File: config.mk
export PLATFORM = sky130hd
export DESIGN_NAME = compass_heading_wedge_top
export DESIGN_NICKNAME = d
export VERILOG_FILES = /design/src/rtl/chw_pkg.sv /design/src/rtl/compass_heading_wedge_top.sv /design/src/rtl/chw_front.sv /design/src/rtl/chw_queue.sv /design/src/rtl/chw_back.sv
export SDC_FILE = /design/constraint.sdc
export NUM_CORES = 1
export LEC_CHECK = 0
export BUFFER_PORTS_ARGS = -buffer_cell sky130_fd_sc_hd__buf_2
export CAP_MARGIN = 20
export CORE_MARGIN = 10
export CORE_UTILIZATION = 60
export CTS_BUF_LIST = sky130_fd_sc_hd__clkbuf_4
export CTS_CLUSTER_SIZE = 12
export DETAILED_ROUTE_END_ITERATION = 6
export PLACE_DENSITY = 0.78
export SETUP_SLACK_MARGIN = 0.15
export SLEW_MARGIN = 30
export SYNTH_ARGS = -nofsm -noshare
export SYNTH_HDL_FRONTEND = slang
export SYNTH_SLANG_ARGS = --single-unit
export TNS_END_PERCENT = 10
File: constraint.sdc
create_clock -name clk -period 8.9 [get_ports clk]
set_clock_uncertainty 0.05 [all_clocks]
set_input_delay 0.445 -clock clk [delete_from_list [all_inputs] [get_ports clk]]
set_output_delay 0.445 -clock clk [all_outputs]
set_load 0.03 [all_outputs]
File: src/rtl/chw_pkg.sv
// Package for the compass heading wedge: sizes, codes, item types and angle tables.
package chw_pkg;

	localparam int FIELD_WIDTH  = 16;
	localparam int CORDIC_STEPS = 16;
	localparam int TABLE_LEN    = 24;
	localparam int STEP_W       = $clog2(TABLE_LEN);
	localparam int YAW_W        = 16;
	localparam int MID_W        = FIELD_WIDTH + 1;
	localparam int CORDIC_W     = FIELD_WIDTH + 12;
	localparam int ANG_W        = 32;
	localparam int OFS_W        = 12;
	localparam int SPAN_W       = 16;
	localparam int WEDGE_W      = 4;
	localparam int RED_STEPS    = 2 + WEDGE_W;
	localparam int RED_W        = $clog2(RED_STEPS);
	localparam int CFG_IDX_W    = 2;
	localparam int CFG_DATA_W   = 16;
	localparam int IN_W         = ((1 + YAW_W + 3 * FIELD_WIDTH + 7) / 8) * 8;
	localparam int OUT_BITS     = 2 + YAW_W + WEDGE_W;
	localparam int OUT_W        = ((OUT_BITS + 7) / 8) * 8;
	localparam int QUEUE_DEPTH  = 2;
	localparam int QPTR_W       = 1;
	localparam int QCNT_W       = 2;

	// angles in 1/655360 degree
	localparam logic signed [ANG_W-1:0] FULL_TURN  = 32'sd235929600;
	localparam logic signed [ANG_W-1:0] HALF_TURN  = 32'sd117964800;
	localparam logic signed [ANG_W-1:0] TWO_TURNS  = 32'sd471859200;
	localparam logic signed [ANG_W-1:0] WEDGE_SIZE = 32'sd14745600;

	localparam logic signed [YAW_W-1:0] YAW_MIN = {1'b1, {(YAW_W-1){1'b0}}};
	localparam logic signed [YAW_W-1:0] YAW_MAX = {1'b0, {(YAW_W-1){1'b1}}};

	typedef enum logic [CFG_IDX_W-1:0] {
		REG_IMU_ENABLED,
		REG_YAW_NEGATE,
		REG_HEADING_OFFSET,
		REG_SPAN_MINIMUM
	} cfg_reg_t;

	typedef struct packed {
		logic              imu_enabled;
		logic              yaw_negate;
		logic [OFS_W-1:0]  heading_offset;
		logic [SPAN_W-1:0] span_minimum;
	} cfg_t;

	typedef enum logic [1:0] {
		ITEM_DISABLED,
		ITEM_HOLD,
		ITEM_FRESH
	} item_kind_t;

	typedef struct packed {
		item_kind_t               kind;
		logic                     mag_ok;
		logic signed [YAW_W-1:0]  yaw;
		logic signed [MID_W-1:0]  mid_x;
		logic signed [MID_W-1:0]  mid_y;
	} q_entry_t;

	typedef enum logic [1:0] {
		B_IDLE,
		B_ROTATE,
		B_REDUCE,
		B_DONE
	} back_state_t;

	// atan(2^-i), rounded
	function automatic logic signed [ANG_W-1:0] atan_entry(input logic [STEP_W-1:0] i);
		logic signed [ANG_W-1:0] a;
		unique case (i)
			5'd0:    a = 32'sd29491200;
			5'd1:    a = 32'sd17409672;
			5'd2:    a = 32'sd9198793;
			5'd3:    a = 32'sd4669451;
			5'd4:    a = 32'sd2343786;
			5'd5:    a = 32'sd1173036;
			5'd6:    a = 32'sd586661;
			5'd7:    a = 32'sd293348;
			5'd8:    a = 32'sd146676;
			5'd9:    a = 32'sd73339;
			5'd10:   a = 32'sd36669;
			5'd11:   a = 32'sd18335;
			5'd12:   a = 32'sd9167;
			5'd13:   a = 32'sd4584;
			5'd14:   a = 32'sd2292;
			5'd15:   a = 32'sd1146;
			5'd16:   a = 32'sd573;
			5'd17:   a = 32'sd286;
			5'd18:   a = 32'sd143;
			5'd19:   a = 32'sd72;
			5'd20:   a = 32'sd36;
			5'd21:   a = 32'sd18;
			5'd22:   a = 32'sd9;
			5'd23:   a = 32'sd4;
			default: a = '0;
		endcase
		return a;
	endfunction

	// restoring steps: two for the turn wrap, then one per wedge bit
	function automatic logic signed [ANG_W-1:0] reduce_divisor(input logic [RED_W-1:0] r);
		logic signed [ANG_W-1:0] d;
		unique case (r)
			3'd0:    d = FULL_TURN <<< 1;
			3'd1:    d = FULL_TURN;
			3'd2:    d = WEDGE_SIZE <<< 3;
			3'd3:    d = WEDGE_SIZE <<< 2;
			3'd4:    d = WEDGE_SIZE <<< 1;
			3'd5:    d = WEDGE_SIZE;
			default: d = FULL_TURN;
		endcase
		return d;
	endfunction

endpackage

File: src/rtl/compass_heading_wedge_top.sv
// Top level of the compass heading wedge: configuration registers, front end, queue and back end.
//
// One result per input request. The front end takes a request whenever the two-entry queue has
// room, and updates the x/y extremes at once. A request that needs a heading is loaded into the
// back end, runs the CORDIC iterations on the shared shift-add unit, then six restoring
// compare-subtract steps for the turn wrap and the four wedge bits, and is written to the
// output register once that is free. Requests without a heading (IMU disabled, no fresh sample,
// zero reading, spans too small, zero centred vector) pass from the queue straight to the output
// register once it is free. The output register holds a result until it is taken while the
// front end keeps filling the queue. Configuration writes are taken every cycle and must be made
// only while no request is in flight.
module compass_heading_wedge_top (
	input  logic                          clk,
	input  logic                          arst_n,
	input  logic                          cfg_valid,
	output logic                          cfg_ready,
	input  logic [chw_pkg::CFG_IDX_W-1:0]  cfg_index,
	input  logic [chw_pkg::CFG_DATA_W-1:0] cfg_data,
	input  logic                          s_tvalid,
	output logic                          s_tready,
	// new_sample[0], gyro_yaw[16:1], field_x[32:17], field_y[48:33], field_z[64:49]
	input  logic [chw_pkg::IN_W-1:0]      s_tdata,
	output logic                          m_tvalid,
	input  logic                          m_tready,
	// imu_ok[0], yaw_rate[16:1], mag_ok[17], heading_wedge[21:18]
	output logic [chw_pkg::OUT_W-1:0]     m_tdata
);
	import chw_pkg::*;

	cfg_t     cfg_q;
	logic     push_valid, push_ready, pop_valid, pop_ready;
	q_entry_t push_data, pop_data;

	assign cfg_ready = 1'b1;

	always_ff @(posedge clk or negedge arst_n) begin
		if (!arst_n) begin
			cfg_q.imu_enabled    <= 1'b1;
			cfg_q.yaw_negate     <= 1'b0;
			cfg_q.heading_offset <= '0;
			cfg_q.span_minimum   <= SPAN_W'(5);
		end else if (cfg_valid && cfg_ready) begin
			unique case (cfg_reg_t'(cfg_index))
				REG_IMU_ENABLED:    cfg_q.imu_enabled    <= cfg_data[0];
				REG_YAW_NEGATE:     cfg_q.yaw_negate     <= cfg_data[0];
				REG_HEADING_OFFSET: cfg_q.heading_offset <= cfg_data[OFS_W-1:0];
				REG_SPAN_MINIMUM:   cfg_q.span_minimum   <= cfg_data[SPAN_W-1:0];
				default:            cfg_q.imu_enabled    <= cfg_q.imu_enabled;
			endcase
		end
	end

	chw_front u_front (
		.clk        (clk),
		.arst_n     (arst_n),
		.cfg        (cfg_q),
		.s_tvalid   (s_tvalid),
		.s_tready   (s_tready),
		.s_tdata    (s_tdata),
		.push_valid (push_valid),
		.push_ready (push_ready),
		.push_data  (push_data)
	);

	chw_queue u_queue (
		.clk        (clk),
		.arst_n     (arst_n),
		.push_valid (push_valid),
		.push_ready (push_ready),
		.push_data  (push_data),
		.pop_valid  (pop_valid),
		.pop_ready  (pop_ready),
		.pop_data   (pop_data)
	);

	chw_back u_back (
		.clk       (clk),
		.arst_n    (arst_n),
		.cfg       (cfg_q),
		.pop_valid (pop_valid),
		.pop_ready (pop_ready),
		.pop_data  (pop_data),
		.m_tvalid  (m_tvalid),
		.m_tready  (m_tready),
		.m_tdata   (m_tdata)
	);

`ifndef SYNTH
	a_mag_needs_imu: assert property (@(posedge clk) disable iff (!arst_n)
		m_tvalid && m_tdata[2+YAW_W-1] |-> m_tdata[0])
		else $error("mag_ok without imu_ok");

	a_wedge_zero: assert property (@(posedge clk) disable iff (!arst_n)
		m_tvalid && !m_tdata[2+YAW_W-1] |-> (m_tdata[OUT_BITS-1:2+YAW_W] == '0))
		else $error("wedge set without mag_ok");

	a_pop_when_valid: assert property (@(posedge clk) disable iff (!arst_n)
		pop_ready |-> pop_valid)
		else $error("queue popped while empty");
`endif

endmodule

File: src/rtl/chw_front.sv
// Front end: takes polls, tracks field extremes, centres the vector and classifies the item.
module chw_front (
	input  logic                      clk,
	input  logic                      arst_n,
	input  chw_pkg::cfg_t             cfg,
	input  logic                      s_tvalid,
	output logic                      s_tready,
	input  logic [chw_pkg::IN_W-1:0]  s_tdata,
	output logic                      push_valid,
	input  logic                      push_ready,
	output chw_pkg::q_entry_t         push_data
);
	import chw_pkg::*;

	localparam logic signed [FIELD_WIDTH-1:0] F_MAX = {1'b0, {(FIELD_WIDTH-1){1'b1}}};
	localparam logic signed [FIELD_WIDTH-1:0] F_MIN = {1'b1, {(FIELD_WIDTH-1){1'b0}}};

	logic                          new_sample;
	logic signed [YAW_W-1:0]       yaw_in;
	logic signed [YAW_W-1:0]       yaw_out;
	logic signed [FIELD_WIDTH-1:0] fx, fy, fz;
	logic signed [FIELD_WIDTH-1:0] min_x_q, max_x_q, min_y_q, max_y_q;
	logic signed [FIELD_WIDTH-1:0] nmin_x, nmax_x, nmin_y, nmax_y;
	logic signed [MID_W-1:0]       sum_x, sum_y, mid_x, mid_y;
	logic [MID_W-1:0]              span_x, span_y;
	logic                          nonzero, mag_ok, accept, update;

	assign new_sample = s_tdata[0];
	assign yaw_in     = s_tdata[YAW_W:1];
	assign fx         = s_tdata[YAW_W+FIELD_WIDTH:YAW_W+1];
	assign fy         = s_tdata[YAW_W+2*FIELD_WIDTH:YAW_W+FIELD_WIDTH+1];
	assign fz         = s_tdata[YAW_W+3*FIELD_WIDTH:YAW_W+2*FIELD_WIDTH+1];

	assign s_tready   = push_ready;
	assign push_valid = s_tvalid;
	assign accept     = s_tvalid && push_ready;

	always_comb begin
		nonzero = (fx != '0) || (fy != '0) || (fz != '0);
		nmin_x  = (fx < min_x_q) ? fx : min_x_q;
		nmax_x  = (fx > max_x_q) ? fx : max_x_q;
		nmin_y  = (fy < min_y_q) ? fy : min_y_q;
		nmax_y  = (fy > max_y_q) ? fy : max_y_q;
		sum_x   = MID_W'(nmin_x) + MID_W'(nmax_x);
		sum_y   = MID_W'(nmin_y) + MID_W'(nmax_y);
		mid_x   = {fx, 1'b0} - sum_x;
		mid_y   = {fy, 1'b0} - sum_y;
		span_x  = MID_W'(nmax_x) - MID_W'(nmin_x);
		span_y  = MID_W'(nmax_y) - MID_W'(nmin_y);
		mag_ok  = nonzero && (span_x > MID_W'(cfg.span_minimum))
			&& (span_y > MID_W'(cfg.span_minimum)) && ((mid_x != '0) || (mid_y != '0));
		if (!cfg.yaw_negate) begin
			yaw_out = yaw_in;
		end else if (yaw_in == YAW_MIN) begin
			yaw_out = YAW_MAX;
		end else begin
			yaw_out = -yaw_in;
		end
		if (!cfg.imu_enabled) begin
			push_data.kind = ITEM_DISABLED;
		end else if (!new_sample) begin
			push_data.kind = ITEM_HOLD;
		end else begin
			push_data.kind = ITEM_FRESH;
		end
		push_data.mag_ok = mag_ok;
		push_data.yaw    = yaw_out;
		push_data.mid_x  = mid_x;
		push_data.mid_y  = mid_y;
		update = accept && cfg.imu_enabled && new_sample && nonzero;
	end

	always_ff @(posedge clk or negedge arst_n) begin
		if (!arst_n) begin
			min_x_q <= F_MAX;
			max_x_q <= F_MIN;
			min_y_q <= F_MAX;
			max_y_q <= F_MIN;
		end else if (update) begin
			min_x_q <= nmin_x;
			max_x_q <= nmax_x;
			min_y_q <= nmin_y;
			max_y_q <= nmax_y;
		end
	end

endmodule

File: src/rtl/chw_queue.sv
// Short queue of classified items between the front and back ends.
module chw_queue (
	input  logic              clk,
	input  logic              arst_n,
	input  logic              push_valid,
	output logic              push_ready,
	input  chw_pkg::q_entry_t push_data,
	output logic              pop_valid,
	input  logic              pop_ready,
	output chw_pkg::q_entry_t pop_data
);
	import chw_pkg::*;

	q_entry_t          mem_q [QUEUE_DEPTH];
	logic [QPTR_W-1:0] wr_ptr_q, rd_ptr_q;
	logic [QCNT_W-1:0] count_q;
	logic              push, pop;

	assign push_ready = (count_q != QCNT_W'(QUEUE_DEPTH));
	assign pop_valid  = (count_q != '0);
	assign pop_data   = mem_q[rd_ptr_q];
	assign push       = push_valid && push_ready;
	assign pop        = pop_valid && pop_ready;

	always_ff @(posedge clk) begin
		if (push) begin
			mem_q[wr_ptr_q] <= push_data;
		end
	end

	always_ff @(posedge clk or negedge arst_n) begin
		if (!arst_n) begin
			wr_ptr_q <= '0;
			rd_ptr_q <= '0;
			count_q  <= '0;
		end else begin
			if (push) begin
				wr_ptr_q <= wr_ptr_q + 1'b1;
			end
			if (pop) begin
				rd_ptr_q <= rd_ptr_q + 1'b1;
			end
			if (push && !pop) begin
				count_q <= count_q + 1'b1;
			end else if (pop && !push) begin
				count_q <= count_q - 1'b1;
			end
		end
	end

endmodule

File: src/rtl/chw_back.sv
// Back end: iterative CORDIC heading, turn wrap and wedge steps, held result and output register.
module chw_back (
	input  logic                      clk,
	input  logic                      arst_n,
	input  chw_pkg::cfg_t             cfg,
	input  logic                      pop_valid,
	output logic                      pop_ready,
	input  chw_pkg::q_entry_t         pop_data,
	output logic                      m_tvalid,
	input  logic                      m_tready,
	output logic [chw_pkg::OUT_W-1:0] m_tdata
);
	import chw_pkg::*;

	back_state_t                state_q, state_d;
	logic signed [CORDIC_W-1:0] x_q, y_q, x_ld, y_ld, x_step, y_step, sx, sy;
	logic signed [ANG_W-1:0]    z_q, z_ld, z_step, z_sum, z_red, ang, div;
	logic [STEP_W-1:0]          step_q;
	logic [RED_W-1:0]           red_q;
	logic [WEDGE_W-1:0]         wedge_acc_q;
	logic signed [YAW_W-1:0]    yaw_q;
	logic                       held_imu_ok_q, held_mag_ok_q, out_valid_q;
	logic signed [YAW_W-1:0]    held_yaw_q;
	logic [WEDGE_W-1:0]         held_wedge_q;
	logic                       out_free, load, write_res, res_hold, ge, last_step, last_red;
	logic                       res_imu_ok, res_mag_ok;
	logic signed [YAW_W-1:0]    res_yaw;
	logic [WEDGE_W-1:0]         res_wedge;

	assign out_free  = !out_valid_q || m_tready;
	assign last_step = (step_q == STEP_W'(CORDIC_STEPS - 1));
	assign last_red  = (red_q == RED_W'(RED_STEPS - 1));
	assign m_tvalid  = out_valid_q;
	assign m_tdata   = {{(OUT_W-OUT_BITS){1'b0}}, held_wedge_q, held_mag_ok_q,
		held_yaw_q, held_imu_ok_q};

	// datapath
	always_comb begin
		x_ld = CORDIC_W'(pop_data.mid_x) <<< 8;
		y_ld = CORDIC_W'(pop_data.mid_y) <<< 8;
		z_ld = '0;
		if (pop_data.mid_x < 0) begin
			x_ld = -x_ld;
			y_ld = -y_ld;
			z_ld = HALF_TURN;
		end
		sx  = x_q >>> step_q;
		sy  = y_q >>> step_q;
		ang = atan_entry(step_q);
		if (y_q >= 0) begin
			x_step = x_q + sy;
			y_step = y_q - sx;
			z_step = z_q + ang;
		end else begin
			x_step = x_q - sy;
			y_step = y_q + sx;
			z_step = z_q - ang;
		end
		z_sum = z_step + ANG_W'({cfg.heading_offset, 16'd0}) + TWO_TURNS;
		div   = reduce_divisor(red_q);
		ge    = (z_q >= div);
		z_red = ge ? (z_q - div) : z_q;
	end

	// sequencer
	always_comb begin
		state_d    = state_q;
		pop_ready  = 1'b0;
		load       = 1'b0;
		write_res  = 1'b0;
		res_hold   = 1'b0;
		res_imu_ok = 1'b0;
		res_yaw    = '0;
		res_mag_ok = 1'b0;
		res_wedge  = '0;
		unique case (state_q)
			B_IDLE: begin
				if (pop_valid) begin
					if (pop_data.kind == ITEM_FRESH && pop_data.mag_ok) begin
						pop_ready = 1'b1;
						load      = 1'b1;
						state_d   = B_ROTATE;
					end else if (out_free) begin
						pop_ready = 1'b1;
						write_res = 1'b1;
						unique case (pop_data.kind)
							ITEM_DISABLED: res_imu_ok = 1'b0;
							ITEM_HOLD:     res_hold = 1'b1;
							default: begin
								res_imu_ok = 1'b1;
								res_yaw    = pop_data.yaw;
							end
						endcase
					end
				end
			end
			B_ROTATE: begin
				if (last_step) begin
					state_d = B_REDUCE;
				end
			end
			B_REDUCE: begin
				if (last_red) begin
					state_d = B_DONE;
				end
			end
			B_DONE: begin
				if (out_free) begin
					write_res  = 1'b1;
					res_imu_ok = 1'b1;
					res_yaw    = yaw_q;
					res_mag_ok = 1'b1;
					res_wedge  = wedge_acc_q;
					state_d    = B_IDLE;
				end
			end
			default: state_d = B_IDLE;
		endcase
	end

	always_ff @(posedge clk) begin
		if (load) begin
			x_q   <= x_ld;
			y_q   <= y_ld;
			z_q   <= z_ld;
			yaw_q <= pop_data.yaw;
		end else if (state_q == B_ROTATE) begin
			x_q <= x_step;
			y_q <= y_step;
			z_q <= last_step ? z_sum : z_step;
		end else if (state_q == B_REDUCE) begin
			z_q <= z_red;
			if (red_q >= RED_W'(2)) begin
				wedge_acc_q <= {wedge_acc_q[WEDGE_W-2:0], ge};
			end
		end
	end

	always_ff @(posedge clk or negedge arst_n) begin
		if (!arst_n) begin
			state_q       <= B_IDLE;
			step_q        <= '0;
			red_q         <= '0;
			out_valid_q   <= 1'b0;
			held_imu_ok_q <= 1'b0;
			held_yaw_q    <= '0;
			held_mag_ok_q <= 1'b0;
			held_wedge_q  <= '0;
		end else begin
			state_q <= state_d;
			if (load) begin
				step_q <= '0;
			end else if (state_q == B_ROTATE) begin
				step_q <= step_q + 1'b1;
			end
			if (state_q == B_ROTATE) begin
				red_q <= '0;
			end else if (state_q == B_REDUCE) begin
				red_q <= red_q + 1'b1;
			end
			if (write_res) begin
				out_valid_q <= 1'b1;
			end else if (m_tready) begin
				out_valid_q <= 1'b0;
			end
			if (write_res && !res_hold) begin
				held_imu_ok_q <= res_imu_ok;
				held_yaw_q    <= res_yaw;
				held_mag_ok_q <= res_mag_ok;
				held_wedge_q  <= res_wedge;
			end
		end
	end

endmodule

* Word level (Yosys, flattened, before mapping)
Memories as Yosys holds them, arrays and structs flattened. Index checks and enable logic that the tools add are counted.
Word-level totals: register bits after elaboration 239, bits in writable memories 106, bits in read-only memories 800, input bits 95, logic and storage cells 197, memories kept 2
Memories:
- (name not given) | depth 32, bits a word 25, read ports 1, clocked after memory_dff 0, write ports 0, RTL line chw_pkg.sv:73 | unique case (i)
- u_queue.mem_q | depth 2, bits a word 53, read ports 1, clocked after memory_dff 0, write ports 1, RTL line chw_queue.sv:14 | q_entry_t mem_q [QUEUE_DEPTH];
Cells by class: add/subtract/negate cells 24, $lt $le $gt $ge 10, eq/ne operators 20, shifts and indexed selects 2, mux-type cells 69, bitwise operators 2, reductions and logical operators 44
Operator list (count):
- 28-bit two-way mux | 8
- 32-bit two-way mux | 6
- 16-bit two-way mux | 11
- 29-bit case mux with 5 select lines | 1
- 28-bit adder | 2
- 25-bit negation with 28-bit output | 2
- 28-bit by 5-bit >>> shifter with 28-bit output | 2
- 28-bit subtractor | 2
- 16-bit nonzero test | 3
- 16-bit by 16-bit adder with 17-bit output | 2
- 17-bit by 16-bit > comparator with 1-bit output | 2
- 17-bit nonzero test | 2
- 16-bit by 16-bit subtractor with 17-bit output | 2
- 17-bit subtractor | 2
- 32-bit by 28-bit adder with 32-bit output | 1
- 32-bit by 29-bit adder with 32-bit output, second input constant | 1
- 32-bit adder | 1
- 32-bit by 30-bit greater-or-equal comparator with 1-bit output | 1
- 16-bit > comparator | 2
- 16-bit less-than comparator | 2
- 16-bit case mux with 2 select lines | 1
- 32-bit by 30-bit subtractor with 32-bit output | 1
- 32-bit subtractor | 1
- 28-bit by 1-bit greater-or-equal comparator with 1-bit output, second input constant | 1
- 36 further kinds | 112

* Logic depth before layout (Yosys ltp)
word-level depth 10, mapped depth 42, depth with buffers taken out 38

* Hierarchy
Synthesis repeated with hierarchy kept, for this count alone.
Second synthesis, totals: cell total of the unflattened synthesis 3438, area, all modules 33394.5 µm²
Modules (own cells, without submodules):
- chw_back | times used 1, cells each 2066, area an instance 17929.7 µm², sequential area each 4068.9 µm²
- chw_front | times used 1, cells each 1121, area an instance 10033.4 µm², sequential area each 1641.6 µm²
- chw_queue | times used 1, cells each 183, area an instance 4269.1 µm², sequential area each 3283.1 µm²
- compass_heading_wedge_top | times used 1, cells each 68, area an instance 1162.4 µm², sequential area each 754.5 µm²

* Worst setup path after synthesis
OpenSTA, ideal clock, no wires.
kind reg-to-reg, from register u_back.step_q[1], to register u_back.z_q[31], data pin, data arrival time 7.636 ns, data required time 8.580 ns, slack 0.943 ns, cell stages (with the launch flop) 39, buffers on the path 3, cells stage by stage dfrtp_1 buf_6 buf_6 buf_2 clkinv_1 ha_1 mux4_2 a21oi_1 ha_1 nand2_1 o21ai_0 and2_0 inv_1 o21ai_0 xnor2_1 ha_1 o21ai_0 o21bai_1 (+3 left out) o21ai_0 a21o_1 a21oi_1 o21ai_0 xor2_1 ha_1 ha_1 nor2b_1 o21a_1 o21ai_0 a21oi_1 a211o_1 a21o_1 a21oi_1 nand3b_1 a21oi_1 xor2_1 a21oi_1
Between the ends: longest elaborated chain between the ends 8, elaborated cells on any way between the ends 10
RTL lines:
- from (decl) | RTL line chw_back.sv:18 | logic [STEP_W-1:0] step_q;
- from (signal assigned) | RTL line chw_back.sv:154 | step_q <= step_q + 1'b1;
- memory 32 x 25 bit
- 32-bit subtractor / 32-bit adder (equally long branches) | RTL line chw_back.sv:57, chw_back.sv:53
- 32-bit two-way mux | RTL line chw_back.sv:50 | if (y_q >= 0) begin
- 32-bit by 28-bit adder with 32-bit output | RTL line chw_back.sv:59 | z_sum = z_step + ANG_W'({cfg.heading_offset, 16'd0}) + TWO_TURNS;
- 32-bit by 29-bit adder with 32-bit output | RTL line chw_back.sv:59
- 32-bit two-way mux * | RTL line chw_back.sv:130 | z_q <= last_step ? z_sum : z_step;
- 32-bit two-way mux * | RTL line chw_back.sv:127 | end else if (state_q == B_ROTATE) begin
- 32-bit two-way mux * | RTL line chw_back.sv:122 | if (load) begin
- to (signal assigned) | RTL line chw_back.sv:125 | z_q <= z_ld;
- to (signal assigned) | RTL line chw_back.sv:130
- to (signal assigned) | RTL line chw_back.sv:132 | z_q <= z_red;
- to (decl) | RTL line chw_back.sv:17 | logic signed [ANG_W-1:0] z_q, z_ld, z_step, z_sum, z_red, ang, div;
Mark *: on every way between the ends. The rest lies on a longest branch, timed or not. A chain may end at the register's enable or synchronous reset.

* Worst setup path after layout
Ends and elaborated chain as after synthesis.

==> impl_metrics.json <==
{
  "outcome": "finished, final reports clean",
  "synth_fa_ha_area_frac": 0.1535,
  "insertion_delay_ps": 900,
  "tightest_slew_ps": 939.9,
  "cts.clk_slew.worst_paths_ps": 80,
  "ys_seq_area_frac": 0.2989,
  "cp-end-kind": "flop",
  "syn_to_final_growth_pct": 9.993,
  "grt_pass1_vias": 26709,
  "post-cts-setup-buffers": 0,
  "ios": 122,
  "cts_inserted_buffers": 96,
  "drtIter0Drc": 2371,
  "antenna_found_initial": 8,
  "rsz0062_at_grt": "false",
  "clock-sinks": 345,
  "cpMostUsedCell": "a21oi_1",
  "r2r_slack_ps": 730,
  "synth_xor_area_frac": 0.06928,
  "wl_per_cell_um": 19.36,
  "final-max-slew-violation-count": 0,
  "dieArea_um2": 64090,
  "r2r-start": "u_back.step_q[1]",
  "hpwl_um": 63910,
  "r2r_cells": 37,
  "period_minus_slack_ps": 8167,
  "final-setup-viol-count": 0,
  "start_util": 0.6061,
  "cp_slowest_stage_delay_ps": 530,
  "synthDistinctLibCells": 93,
  "finalCritPeriodShare": 0.9177,
  "synth_edf_count": 214,
  "layoutNonFillerInstCount": 4464,
  "cts_tree": "yes",
  "h-tree-depth": 3,
  "drive_above_1_share": 0.1481,
  "yosys_register_bits": 345,
  "wirelength_um": 86420,
  "yosysWarnings": 0,
  "rr_endpoint": "u_back.z_q[31]",
  "gp_congestion": 0.9797,
  "rows": 85,
  "relSlewSlack": 0.3716,
  "max_freq_ghz": 0.1224,
  "syn_area_per_cell_um2": 9.327,
  "first_pass_iters": 6,
  "grt_max_degree": 70,
  "critPathRequiredTime_ps": 9430,
  "synth_top_family_by_area": "compound AO/OA/AOI/OAI gates",
  "core_um2": 53810,
  "cts_root_buf": "clkbuf_4",
  "grt_pass1_wl_um": 138700,
  "syn_area_um2": 32620,
  "final_nets": 4150,
  "synthMuxAreaShare": 0.1252,
  "die_height_um": 253.2,
  "place_inst": 4203,
  "async_reset_ff_frac": 0.3797,
  "synth_compound_area_frac": 0.1661,
  "vias": 27699,
  "syn_inst": 3497,
  "cp_slowest_cell": "dfrtp_4",
  "clock_path_buffers": 3,
  "nFillCells": 4308,
  "yosys.area_share.simple": 0.1408,
  "grt_use_total": 0.2662,
  "timing.setup.tns_ps": 0,
  "drv_cap": 0,
  "hold_viol_final": 0,
  "cp_data_arrival_time_ps": 8690,
  "grt_overflow": 0,
  "synth_flop_cell": "edfxtp_1",
  "worst-setup-path-type": "flop to flop",
  "start_kind": "flop",
  "critPathMaxFanout": 8,
  "io_buffer_count": 111,
  "detail-route-antenna-nets": 0,
  "vias_per_cell": 6.205,
  "min_path_type": "input port to asynchronous set/reset pin",
  "die_w_um": 253.2,
  "drc": 0
}
==> cell type report <==
cell class              instances  area (um^2)  area share
repair buffers                219         1569     0.04373
clock buffers                 157         1179     0.03285
clock inverters                24        123.9    0.003453
well taps                     696        870.8     0.02427
inverters                     241        908.4     0.02532
flip-flops and latches        345         9758      0.2720
diodes                          8        20.02   0.0005580
multi-input cells            2774        21450      0.5978
==> worst max-delay path, delay by kind of cell (launching register included) <==
family                     cells  cell delay, ps
AOI/OAI and AO/OA             21            4130
xor gates and xnor gates       3             600
and+or+nand+nor                6             790
DFF                            1             530
adders and majority gates      4            1310
buffers and inverters          3             440
==> kinds of logic (layout without fill, tap and decap cells) <==
logic type / Yosys count / after routing
muxes: 320 / 320
xor gates and xnor gates: 258 / 258
buffers and inverters: 379 / 641
DFF: 345 / 345
and+or+nand+nor: 956 / 956
other: 2 / 11
AOI/OAI and AO/OA: 859 / 859
adders and majority gates: 378 / 378
==> placed cells by master (no fill, tap or decap), drive strengths merged, types with 104 or more instances in the layout <==
cell type,netlist,final
a21oi,215,215
buf,50,147
clkbuf,88,157
edfxtp,214,214
ha,341,341
inv,238,240
mux2,105,105
mux2i,156,156
nand2,282,282
nor2,247,247
o21ai,236,236
xnor2,154,154
xor2,104,104
==> synth_stat cells (17+ instances only) <==
cell | n | area share
fa_1 | 37 | 0.023
a31oi_1 | 43 | 0.0082
xnor2_1 | 154 | 0.041
dfrtp_1 | 96 | 0.074
mux2_2 | 101 | 0.035
and2_1 | 21 | 0.0040
nor2b_1 | 40 | 0.0077
ha_1 | 341 | 0.13
or3_1 | 34 | 0.0065
and3_1 | 25 | 0.0048
nand2b_1 | 48 | 0.0092
nor4_1 | 32 | 0.0061
nand4_1 | 35 | 0.0067
o211ai_1 | 17 | 0.0039
clkbuf_1 | 88 | 0.010
nor2_1 | 247 | 0.028
buf_1 | 23 | 0.0026
nand3_1 | 71 | 0.011
a21o_1 | 95 | 0.022
a211oi_1 | 39 | 0.0090
inv_1 | 236 | 0.027
mux2i_1 | 156 | 0.048
edfxtp_1 | 214 | 0.20
nand2_1 | 282 | 0.032
mux4_2 | 57 | 0.039
o21a_1 | 34 | 0.0078
o21bai_1 | 27 | 0.0062
a21oi_1 | 215 | 0.033
o21ai_0 | 224 | 0.034
xor2_1 | 104 | 0.028
o31ai_1 | 28 | 0.0064
nor3_1 | 60 | 0.0092
dfstp_2 | 35 | 0.028
==> metal layers <==
metal,vias to the layer above,wire (um),global-route usage
met4,4,4244,0.1311
met1,13156,36760,0.3426
met3,262,5946,0.04788
met2,1039,39440,0.4261
met5,-,29,0
li1,13238,-,-
==> registers in the layout, summed over array words and instances, names as in the netlist <==
register / count
u_front.min_x_q: 16
cfg_q: 30
u_back.held_imu_ok_q: 1
u_back.y_q: 28
u_back.red_q: 3
u_back.z_q: 32
u_front.min_y_q: 16
u_back.m_tvalid: 1
u_back.x_q: 28
u_queue.rd_ptr_q: 1
u_back.wedge_acc_q: 4
u_back.step_q: 5
u_back.held_yaw_q: 16
u_front.max_x_q: 16
u_back.state_q: 2
u_back.yaw_q: 16
u_queue.count_q: 2
u_back.held_wedge_q: 4
u_queue.wr_ptr_q: 1
u_back.held_mag_ok_q: 1
u_queue.mem_q: 106
u_front.max_y_q: 16
==> worst max path at each step <==
stage	start	end	slack [ps]	cells after the start
after global routing	u_back.step_q[1]	u_back.z_q[31]	190	37
final	u_back.step_q[1]	u_back.z_q[31]	730	37
after global placement	u_back.step_q[0]	u_back.z_q[31]	680	36
after CTS	u_back.step_q[0]	u_back.z_q[31]	500	36
after floorplan	u_back.step_q[1]	u_back.z_q[31]	940	38
after detailed placement	u_back.step_q[0]	u_back.z_q[31]	570	36
==> repair_timing <==
item / CTS / global route
resized for setup: 0 / 7
endpoints found under the hold margin: 183 / 0
hold buffers: 72 / 0
endpoints found under the setup margin: 0 / 2
==> metrics by stage <==
| step | hold slack, ps | setup WS, ps | cell area, um^2 | utilization |
|---|---|---|---|---|
| 2_1_floorplan | 99.41 | 943.3 | 32620 | - |
| 3_3_place_gp | 383.0 | 684.9 | 33820 | 0.6284 |
| 3_5_place_dp | 388.6 | 570.8 | 33820 | 0.6286 |
| 4_1_cts | 7.646 | 500.7 | 35850 | 0.6661 |
| 5_1_grt | 66.83 | 189.8 | 35880 | 0.6667 |
| 6_report | 97.85 | 732.7 | 35880 | 0.6667 |
Power is left out: the tool's default activity adds up to more than one toggle a clock period on the data nets, which glitch-free logic cannot reach.
